--- config.mk ---
export PLATFORM = sky130hd
export DESIGN_NAME = lru_cache_with_pending_fills
export DESIGN_NICKNAME = d
export VERILOG_FILES = /design/src/hdl/lcpf_pkg.sv /design/src/hdl/lru_cache_with_pending_fills.sv
export SDC_FILE = /design/constraint.sdc
export NUM_CORES = 2
export LEC_CHECK = 0
export BUFFER_PORTS_ARGS = -buffer_cell sky130_fd_sc_hd__buf_2
export CAP_MARGIN = 10
export CORE_AREA = 2 2 561 563
export DETAILED_ROUTE_END_ITERATION = 8
export DIE_AREA = 0 0 563 565
export GPL_TIMING_DRIVEN = 0
export HOLD_SLACK_MARGIN = 0.12
export PLACE_DENSITY = 0.57
export SETUP_SLACK_MARGIN = 0.15
export SLEW_MARGIN = 20
export SYNTH_ARGS = -nofsm -noshare
export SYNTH_HDL_FRONTEND = slang
export SYNTH_SLANG_ARGS = --single-unit
--- constraint.sdc ---
create_clock -name clk_i -period 8.7 [get_ports clk_i]
set_input_delay 1.305 -clock clk_i [delete_from_list [all_inputs] [get_ports clk_i]]
set_output_delay 1.305 -clock clk_i [all_outputs]
set_load 0.03 [all_outputs]
--- src/hdl/lcpf_pkg.sv ---
// Package for the LRU cache with pending fills.
// Holds parameter defaults, field widths, operation codes and status codes; no dependencies.
package lcpf_pkg;

  localparam int unsigned EntriesDef = 16;
  localparam int unsigned PendingDef = 8;

  localparam int unsigned CapW = 5;
  localparam int unsigned CntW = 48;

  localparam logic [1:0] OpLookup = 2'd0;
  localparam logic [1:0] OpFill   = 2'd1;
  localparam logic [1:0] OpClear  = 2'd2;

  localparam logic [2:0] StHit       = 3'd0;
  localparam logic [2:0] StCompile   = 3'd1;
  localparam logic [2:0] StWait      = 3'd2;
  localparam logic [2:0] StUncached  = 3'd3;
  localparam logic [2:0] StStored    = 3'd4;
  localparam logic [2:0] StDiscarded = 3'd5;
  localparam logic [2:0] StCleared   = 3'd6;
  localparam logic [2:0] StPendFull  = 3'd7;

endpackage

--- src/hdl/lru_cache_with_pending_fills.sv ---
// Fully associative LRU cache of key-to-handle entries with pending-fill tracking.
// Depends on lcpf_pkg (defaults, operation and status codes).
//
// Usage:
//   Requests enter on the s_axis channel (tuser = opcode, tdata = key, handle,
//   fill_ok, fill epoch). One result per request leaves on m_axis (tuser =
//   status, tdata = handle, epoch, entry count and five 48-bit counters).
//   capacity is written through cfg_we_i / cfg_wdata_i; the user must write it only while
//   the block is idle, which the block itself does not enforce; values above ENTRIES saturate to ENTRIES.
// Timing:
//   A lookup or fill completion walks the entry and pending tables with one
//   shared key comparator per table, one index per cycle, over max(ENTRIES,
//   PENDING_SLOTS) indices; a decide state and an output state follow the scan.
//   Clear, opcode three and capacity-zero lookups skip the scan and go straight
//   from accept to the decide state.
//   One request is in flight at a time; s_axis_tready is high only when idle.
// Reset:
//   All entries and pending slots invalid, epoch and counters zero,
//   capacity = min(16, ENTRIES). No clearing pass is needed.
// Stall:
//   A finished result waits in the output register; a new request may be
//   accepted meanwhile and its result is held back until the register frees.
module lru_cache_with_pending_fills #(
  parameter int unsigned ENTRIES       = lcpf_pkg::EntriesDef,
  parameter int unsigned PENDING_SLOTS = lcpf_pkg::PendingDef
) (
  input  logic         clk_i,
  input  logic         rst_ni,
  input  logic         cfg_we_i,
  input  logic [4:0]   cfg_wdata_i,     // capacity
  input  logic         s_axis_tvalid,
  output logic         s_axis_tready,
  input  logic [135:0] s_axis_tdata,    // key[63:0] handle[95:64] fill_ok[96] fill_epoch[128:97]
  input  logic [1:0]   s_axis_tuser,    // opcode
  output logic         m_axis_tvalid,
  input  logic         m_axis_tready,
  output logic [311:0] m_axis_tdata,    // plan[31:0] epoch[63:32] count[68:64] hit[116:69]
                                        // miss[164:117] compile[212:165] wait[260:213]
                                        // evict[308:261]
  output logic [2:0]   m_axis_tuser     // status
);
  import lcpf_pkg::*;

  localparam int unsigned Scan = (ENTRIES > PENDING_SLOTS) ? ENTRIES : PENDING_SLOTS;
  localparam int unsigned EiW  = (ENTRIES > 1) ? $clog2(ENTRIES) : 1;
  localparam int unsigned PiW  = (PENDING_SLOTS > 1) ? $clog2(PENDING_SLOTS) : 1;
  localparam int unsigned SiW  = (Scan > 1) ? $clog2(Scan) : 1;
  localparam int unsigned IdxW = (SiW > EiW) ? ((SiW > PiW) ? SiW : PiW)
                                             : ((EiW > PiW) ? EiW : PiW);
  localparam int unsigned RkW  = EiW;
  localparam int unsigned NW   = $clog2(ENTRIES + 1);
  localparam int unsigned WideW = 10; // holds counts up to 256 and capacity
  localparam logic [CapW-1:0] CapRst = (ENTRIES < 16) ? CapW'(ENTRIES) : CapW'(16);

  localparam logic [1:0] S_IDLE = 2'd0;
  localparam logic [1:0] S_SCAN = 2'd1;
  localparam logic [1:0] S_DEC  = 2'd2;
  localparam logic [1:0] S_OUT  = 2'd3;

  // table storage
  logic [63:0]    ekey_q [ENTRIES];
  logic [31:0]    ehdl_q [ENTRIES];
  logic           evld_q [ENTRIES];
  logic [RkW-1:0] erank_q[ENTRIES];
  logic [63:0]    pkey_q [PENDING_SLOTS];
  logic [31:0]    pep_q  [PENDING_SLOTS];
  logic           pvld_q [PENDING_SLOTS];

  logic [31:0]     epoch_q;
  logic [CapW-1:0] cap_q;
  logic [NW-1:0]   nval_q;
  logic [CntW-1:0] c_hit_q, c_miss_q, c_comp_q, c_wait_q, c_evict_q;

  // request latch
  logic [1:0]  op_q;
  logic [63:0] key_q;
  logic [31:0] hdl_q;
  logic        ok_q;
  logic [31:0] fep_q;

  // sequencer and scan results
  logic [1:0]      state_q;
  logic [IdxW-1:0] idx_q;
  logic            hit_q, vic_v_q, free_v_q, pm_v_q, pf_v_q;
  logic [EiW-1:0]  hit_i_q, vic_i_q, free_i_q;
  logic [RkW-1:0]  vic_r_q;
  logic [PiW-1:0]  pm_i_q, pf_i_q;
  logic [2:0]      st_q;
  logic [31:0]     plan_q;

  // output register
  logic            ov_q;
  logic [311:0]    odata_q;
  logic [2:0]      ouser_q;

  assign s_axis_tready = (state_q == S_IDLE);
  assign m_axis_tvalid = ov_q;
  assign m_axis_tdata  = odata_q;
  assign m_axis_tuser  = ouser_q;

  // one scan step: the shared comparators
  logic [EiW-1:0] ei;
  logic [PiW-1:0] pi;
  logic           e_in, p_in, e_live, e_match, p_live, p_match;
  logic [31:0]    cmp_ep;
  always_comb begin
    ei      = idx_q[EiW-1:0];
    pi      = idx_q[PiW-1:0];
    e_in    = ({{(32-IdxW){1'b0}}, idx_q} < 32'(ENTRIES));
    p_in    = ({{(32-IdxW){1'b0}}, idx_q} < 32'(PENDING_SLOTS));
    cmp_ep  = (op_q == OpLookup) ? epoch_q : fep_q;
    e_live  = e_in && evld_q[ei];
    e_match = e_live && (ekey_q[ei] == key_q);
    p_live  = p_in && pvld_q[pi];
    p_match = p_live && (pkey_q[pi] == key_q) && (pep_q[pi] == cmp_ep);
  end

  // decide-cycle conditions
  logic [WideW-1:0] n_w, cap_w;
  logic             fill_go, evict_go, ins_go;
  logic [EiW-1:0]   slot;
  always_comb begin
    n_w      = WideW'(nval_q);
    cap_w    = WideW'(cap_q);
    fill_go  = (op_q == OpFill) && pm_v_q && ok_q && (fep_q == epoch_q) && (cap_q != '0);
    evict_go = fill_go && vic_v_q && (hit_q ? (n_w > cap_w) : (n_w >= cap_w));
    ins_go   = fill_go && !hit_q && (free_v_q || evict_go);
    if (free_v_q && !(evict_go && (vic_i_q < free_i_q))) slot = free_i_q;
    else slot = vic_i_q;
  end

  logic [CapW-1:0] cfg_sat;
  assign cfg_sat = (WideW'(cfg_wdata_i) > WideW'(ENTRIES)) ? CapW'(ENTRIES) : cfg_wdata_i;

  always_ff @(posedge clk_i or negedge rst_ni) begin
    if (!rst_ni) begin
      state_q   <= S_IDLE;
      ov_q      <= 1'b0;
      epoch_q   <= '0;
      cap_q     <= CapRst;
      nval_q    <= '0;
      c_hit_q   <= '0;
      c_miss_q  <= '0;
      c_comp_q  <= '0;
      c_wait_q  <= '0;
      c_evict_q <= '0;
      idx_q     <= '0;
      for (int i = 0; i < ENTRIES; i++) begin
        evld_q[i]  <= 1'b0;
        erank_q[i] <= '0;
      end
      for (int p = 0; p < PENDING_SLOTS; p++) pvld_q[p] <= 1'b0;
    end else begin
      if (cfg_we_i) cap_q <= cfg_sat;
      if (ov_q && m_axis_tready) ov_q <= 1'b0;

      case (state_q)
        S_IDLE: begin
          if (s_axis_tvalid) begin
            op_q     <= s_axis_tuser;
            key_q    <= s_axis_tdata[63:0];
            hdl_q    <= s_axis_tdata[95:64];
            ok_q     <= s_axis_tdata[96];
            fep_q    <= s_axis_tdata[128:97];
            idx_q    <= '0;
            hit_q    <= 1'b0;
            vic_v_q  <= 1'b0;
            free_v_q <= 1'b0;
            pm_v_q   <= 1'b0;
            pf_v_q   <= 1'b0;
            if ((s_axis_tuser == OpFill) || (s_axis_tuser == OpLookup && cap_q != '0))
              state_q <= S_SCAN;
            else
              state_q <= S_DEC;
          end
        end

        S_SCAN: begin
          if (e_match && !hit_q) begin
            hit_q   <= 1'b1;
            hit_i_q <= ei;
          end
          if (e_live && (!vic_v_q || erank_q[ei] > vic_r_q)) begin
            vic_v_q <= 1'b1;
            vic_i_q <= ei;
            vic_r_q <= erank_q[ei];
          end
          if (e_in && !evld_q[ei] && !free_v_q) begin
            free_v_q <= 1'b1;
            free_i_q <= ei;
          end
          if (p_match && !pm_v_q) begin
            pm_v_q <= 1'b1;
            pm_i_q <= pi;
          end
          if (p_in && !pvld_q[pi] && !pf_v_q) begin
            pf_v_q <= 1'b1;
            pf_i_q <= pi;
          end
          if ({{(32-IdxW){1'b0}}, idx_q} == 32'(Scan - 1)) state_q <= S_DEC;
          else idx_q <= idx_q + 1'b1;
        end

        S_DEC: begin
          plan_q  <= '0;
          st_q    <= StDiscarded;
          state_q <= S_OUT;
          case (op_q)
            OpLookup: begin
              if (cap_q == '0) begin
                c_miss_q <= c_miss_q + 1'b1;
                c_comp_q <= c_comp_q + 1'b1;
                st_q     <= StUncached;
              end else if (hit_q) begin
                // promote: everything more recent than the hit ages by one
                for (int i = 0; i < ENTRIES; i++)
                  if (evld_q[i] && erank_q[i] < erank_q[hit_i_q])
                    erank_q[i] <= erank_q[i] + 1'b1;
                erank_q[hit_i_q] <= '0;
                c_hit_q <= c_hit_q + 1'b1;
                st_q    <= StHit;
                plan_q  <= ehdl_q[hit_i_q];
              end else begin
                c_miss_q <= c_miss_q + 1'b1;
                if (pm_v_q) begin
                  c_wait_q <= c_wait_q + 1'b1;
                  st_q     <= StWait;
                end else if (pf_v_q) begin
                  pvld_q[pf_i_q] <= 1'b1;
                  pkey_q[pf_i_q] <= key_q;
                  pep_q[pf_i_q]  <= epoch_q;
                  c_comp_q <= c_comp_q + 1'b1;
                  st_q     <= StCompile;
                end else begin
                  st_q <= StPendFull;
                end
              end
            end
            OpFill: begin
              if (pm_v_q) pvld_q[pm_i_q] <= 1'b0;
              if (ins_go) begin
                for (int i = 0; i < ENTRIES; i++)
                  if (evld_q[i]) erank_q[i] <= erank_q[i] + 1'b1;
              end
              if (evict_go) begin
                evld_q[vic_i_q]  <= 1'b0;
                erank_q[vic_i_q] <= '0;
                c_evict_q <= c_evict_q + 1'b1;
              end
              if (ins_go) begin
                evld_q[slot]  <= 1'b1;
                ekey_q[slot]  <= key_q;
                ehdl_q[slot]  <= hdl_q;
                erank_q[slot] <= '0;
                st_q <= StStored;
              end
              if (evict_go && !ins_go) nval_q <= nval_q - 1'b1;
              else if (ins_go && !evict_go) nval_q <= nval_q + 1'b1;
            end
            OpClear: begin
              for (int i = 0; i < ENTRIES; i++) begin
                evld_q[i]  <= 1'b0;
                erank_q[i] <= '0;
              end
              nval_q  <= '0;
              epoch_q <= epoch_q + 1'b1;
              st_q    <= StCleared;
            end
            default: ;
          endcase
        end

        S_OUT: begin
          if (!ov_q || m_axis_tready) begin
            ov_q    <= 1'b1;
            ouser_q <= st_q;
            odata_q <= {3'b000, c_evict_q, c_wait_q, c_comp_q, c_miss_q, c_hit_q,
                        n_w[4:0], epoch_q, plan_q};
            state_q <= S_IDLE;
          end
        end

        default: state_q <= S_IDLE;
      endcase
    end
  end

endmodule
==> flow_summary.json <==
{
  "period_minus_slack_ns": 7.44,
  "rsz0062_at_grt": "false",
  "post-route-period-util": 0.855,
  "cts_max_level": 5,
  "grt_pass1_vias": 70843,
  "core_mm2": 0.311,
  "cp_common_cell": "buf_2",
  "die_h_um": 565,
  "cts_buffer_depth": 4,
  "grt_overflow": 0,
  "p_int_uw": 28200,
  "final_layout_size_suffix_gt1_frac": 0.258,
  "cts_setup_buffers": 0,
  "yosys_most_used_dff": "edfxtp_1",
  "cap_violations": 0,
  "setup_viol": 0,
  "hold_viol_final": 0,
  "fmax_mhz": 134,
  "clk_latency_ns": 0.95,
  "tritoncts": "built",
  "synth_enable_flop_cells": 2809,
  "initial_core_util": 0.410,
  "synth_cell_types": 88,
  "crit_path_max_incr_delay_ns": 0.67,
  "avgRoutedWirePerCell_um": 30.8,
  "cts-root-buf": "clkbuf_16",
  "gp_congestion": 0.928,
  "cts_resized": 0,
  "ir_drop_mv": 0.180,
  "hold_path.class": "input pin to async pin",
  "fin_nets": 8049,
  "netlist_area_mm2": 0.128,
  "worst-setup-path-type": "register to register",
  "synth_compound_area_frac": 0.0333,
  "synth_top_family_by_area": "multiplexers",
  "arrival_ns": 7.95,
  "grt_max_degree": 88,
  "crit_path_top_delay_cell": "buf_1",
  "crit_family": "buffers and inverters",
  "clkPwrFrac": 0.374,
  "remaining_drc_errors": 0,
  "cp_max_fo": 11,
  "synthCells": 6754,
  "path_clk_slew_ns": 0.06,
  "finClkSkew_ns": 0.0721,
  "grt_pass1_wl_um": 532000,
  "ys_seq_area_frac": 0.735,
  "viasPerCell": 5.80,
  "cp-start-kind": "register",
  "tightest_slew_ns": 1.20,
  "seqCellArea_mm2": 0.0938,
  "io_buffers": 453,
  "drt-total-wl_um": 377000,
  "slew_headroom": 0.201,
  "power_uw": 39000,
  "swShare": 0.276,
  "end_kind": "register",
  "row_count": 205,
  "yosys_warnings": 0,
  "first_pass_iters": 6,
  "status": "complete, no violations",
  "multi_input_area_mm2": 0.0322,
  "syn_area_per_cell_um2": 18.9,
  "vias": 71076,
  "worstPathRequired_ns": 9.22,
  "io_pins": 465,
  "dieArea_mm2": 0.318,
  "cts_made_buffers": 345,
  "cp_num_buf_inv": 9,
  "ys_ff_latch": 3186,
  "synth_xor_area_frac": 0.0297,
  "drt-initial-drc-count": 8125,
  "p_leak_uw": 0.0513,
  "n_fill_cell": 25786,
  "tns_ns": 0,
  "p_per_area_mw_per_mm2": 256,
  "ant_nets": 0,
  "track_usage": 0.234,
  "mostFrequentLayoutCells": "2,809 x edfxtp_1, 589 x mux4_2, 526 x buf_2",
  "hold_buffers": 0,
  "area_growth_pct": 19.1,
  "crit_path_cell_trace": "buf_4, buf_6, buf_6, buf_2, buf_4, buf_2, buf_2, buf_2, buf_1, mux4_2, mux4_2, ha_1, nor2b_1, o21ai_0, nand2b_1, a21oi_1, o21ai_0, nand2_1, nor2_1",
  "maxSlewViolCount": 0,
  "ys_async_sr_fraction": 0.118,
  "cts_sinks": 3186,
  "synthAdderAreaFrac": 0.00921,
  "hpwl_um": 260000,
  "synthSimpleGateAreaFrac": 0.0445,
  "final_common_cell": "edfxtp_1",
  "dieWidth_um": 563,
  "pwr-share-seq": 0.451,
  "antenna_found_initial": 32,
  "combinationalPowerShare": 0.175,
  "p_switching_uw": 10800,
  "synthMuxAreaShare": 0.134
}
[state kept, by name (all words and copies together), names as in the netlist, 8 cells and up]
register,flops
c_hit_q,48
ehdl_q,512
c_comp_q,48
hdl_q,32
fep_q,32
pep_q,256
pvld_q,8
ekey_q,1024
key_q,64
evld_q,16
c_wait_q,48
pkey_q,512
m_axis_tdata,309
c_miss_q,48
erank_q,64
epoch_q,32
plan_q,32
c_evict_q,48
[layout make-up]
type	count	area share
Clock buffer	447	0.0618
Multi-Input combinational cell	3205	0.212
Tap cell	4140	0.0341
Sequential cell	3186	0.617
Inverter	88	0.00219
Clock inverter	187	0.0120
Timing Repair Buffer	704	0.0504
Buffer	277	0.0105
Antenna cell	12	0.000198
[cell usage after synthesis (all sizes together), types with 24 or more instances]
cell type	instances	area, um2
edfxtp	2809	84400
mux4	604	13700
dfrtp	376	9410
nand2	289	1090
xnor2	283	2480
mux2i	248	2480
nor2	186	698
buf	161	1140
nand3	157	786
o21ai	150	751
xor2	150	1310
and3	116	726
clkbuf	116	435
a21oi	98	490
ha	94	1180
inv	87	327
mux2	80	901
nand4	66	413
a22oi	52	390
nor3	51	255
nor4	49	313
o22ai	47	294
nor2b	44	275
a31oi	34	213
and2	32	200
nand2b	31	194
a21o	28	210
o31ai	27	203
o211ai	25	188
and4	24	210
[cells by family (layout without fill, tap and decap cells)]
group | Yosys count | count (layout)
fa+ha+maj | 94 | 94
mux | 932 | 932
simple gates | 1113 | 1113
buf+inv | 365 | 1703
flops | 3186 | 3186
xor+xnor | 433 | 433
other cells | 1 | 15
compound gates | 630 | 630
[metal layers]
metal,global-route usage,vias up,wire [um]
li1,-,29470,-
met1,0.333,37734,158000
met2,0.373,3290,178000
met3,0.0415,572,31500
met4,0.0625,10,10300
met5,0,-,44
[stage by stage]
step                       util  setup WS [ns]  std cells  hold slack [ns]  instance area (um2)
after global placement    0.434         -14.27      11349            0.408               135000
after global routing      0.488           1.14      12235            0.395               152000
after detailed placement  0.451           1.41      11582            0.405               140000
after CTS                 0.487           1.38      12216            0.355               152000
after floorplan               -           1.46       6756            0.400               128000
final                     0.488           1.26      12246            0.370               152000
[worst paths after layout]
kind,cells after the start,slack (ns),to,startpoint
max,19,1.26,vic_r_q[3]$_DFFE_PP_,ei[1]$_DFFE_PN0P_
min,2,0.37,epoch_q[9]$_DFFE_PN0P_,rst_ni
max reg2reg,19,1.26,vic_r_q[3]$_DFFE_PP_,ei[1]$_DFFE_PN0P_
min reg2reg,0,0.42,m_axis_tdata[0]$_DFFE_PP_,plan_q[0]$_SDFFCE_PP0P_
max in group asynchronous,4,6.98,erank_q[33]$_DFFE_PN0P_,rst_ni
min in group clk_i,0,0.42,m_axis_tdata[0]$_DFFE_PP_,plan_q[0]$_SDFFCE_PP0P_
[power by group through the flow]
| stage | Clock [uW] | Combinational [uW] | Sequential, uW |
|---|---|---|---|
| global placement | 0 | 6420 | 18100 |
| floorplan | 0 | 3820 | 18100 |
| global route | 15400 | 7130 | 17600 |
| detailed placement | 0 | 6750 | 18000 |
| finish | 14600 | 6820 | 17600 |
| CTS | 14800 | 6760 | 17600 |
(Power assumes the default switching activity.)
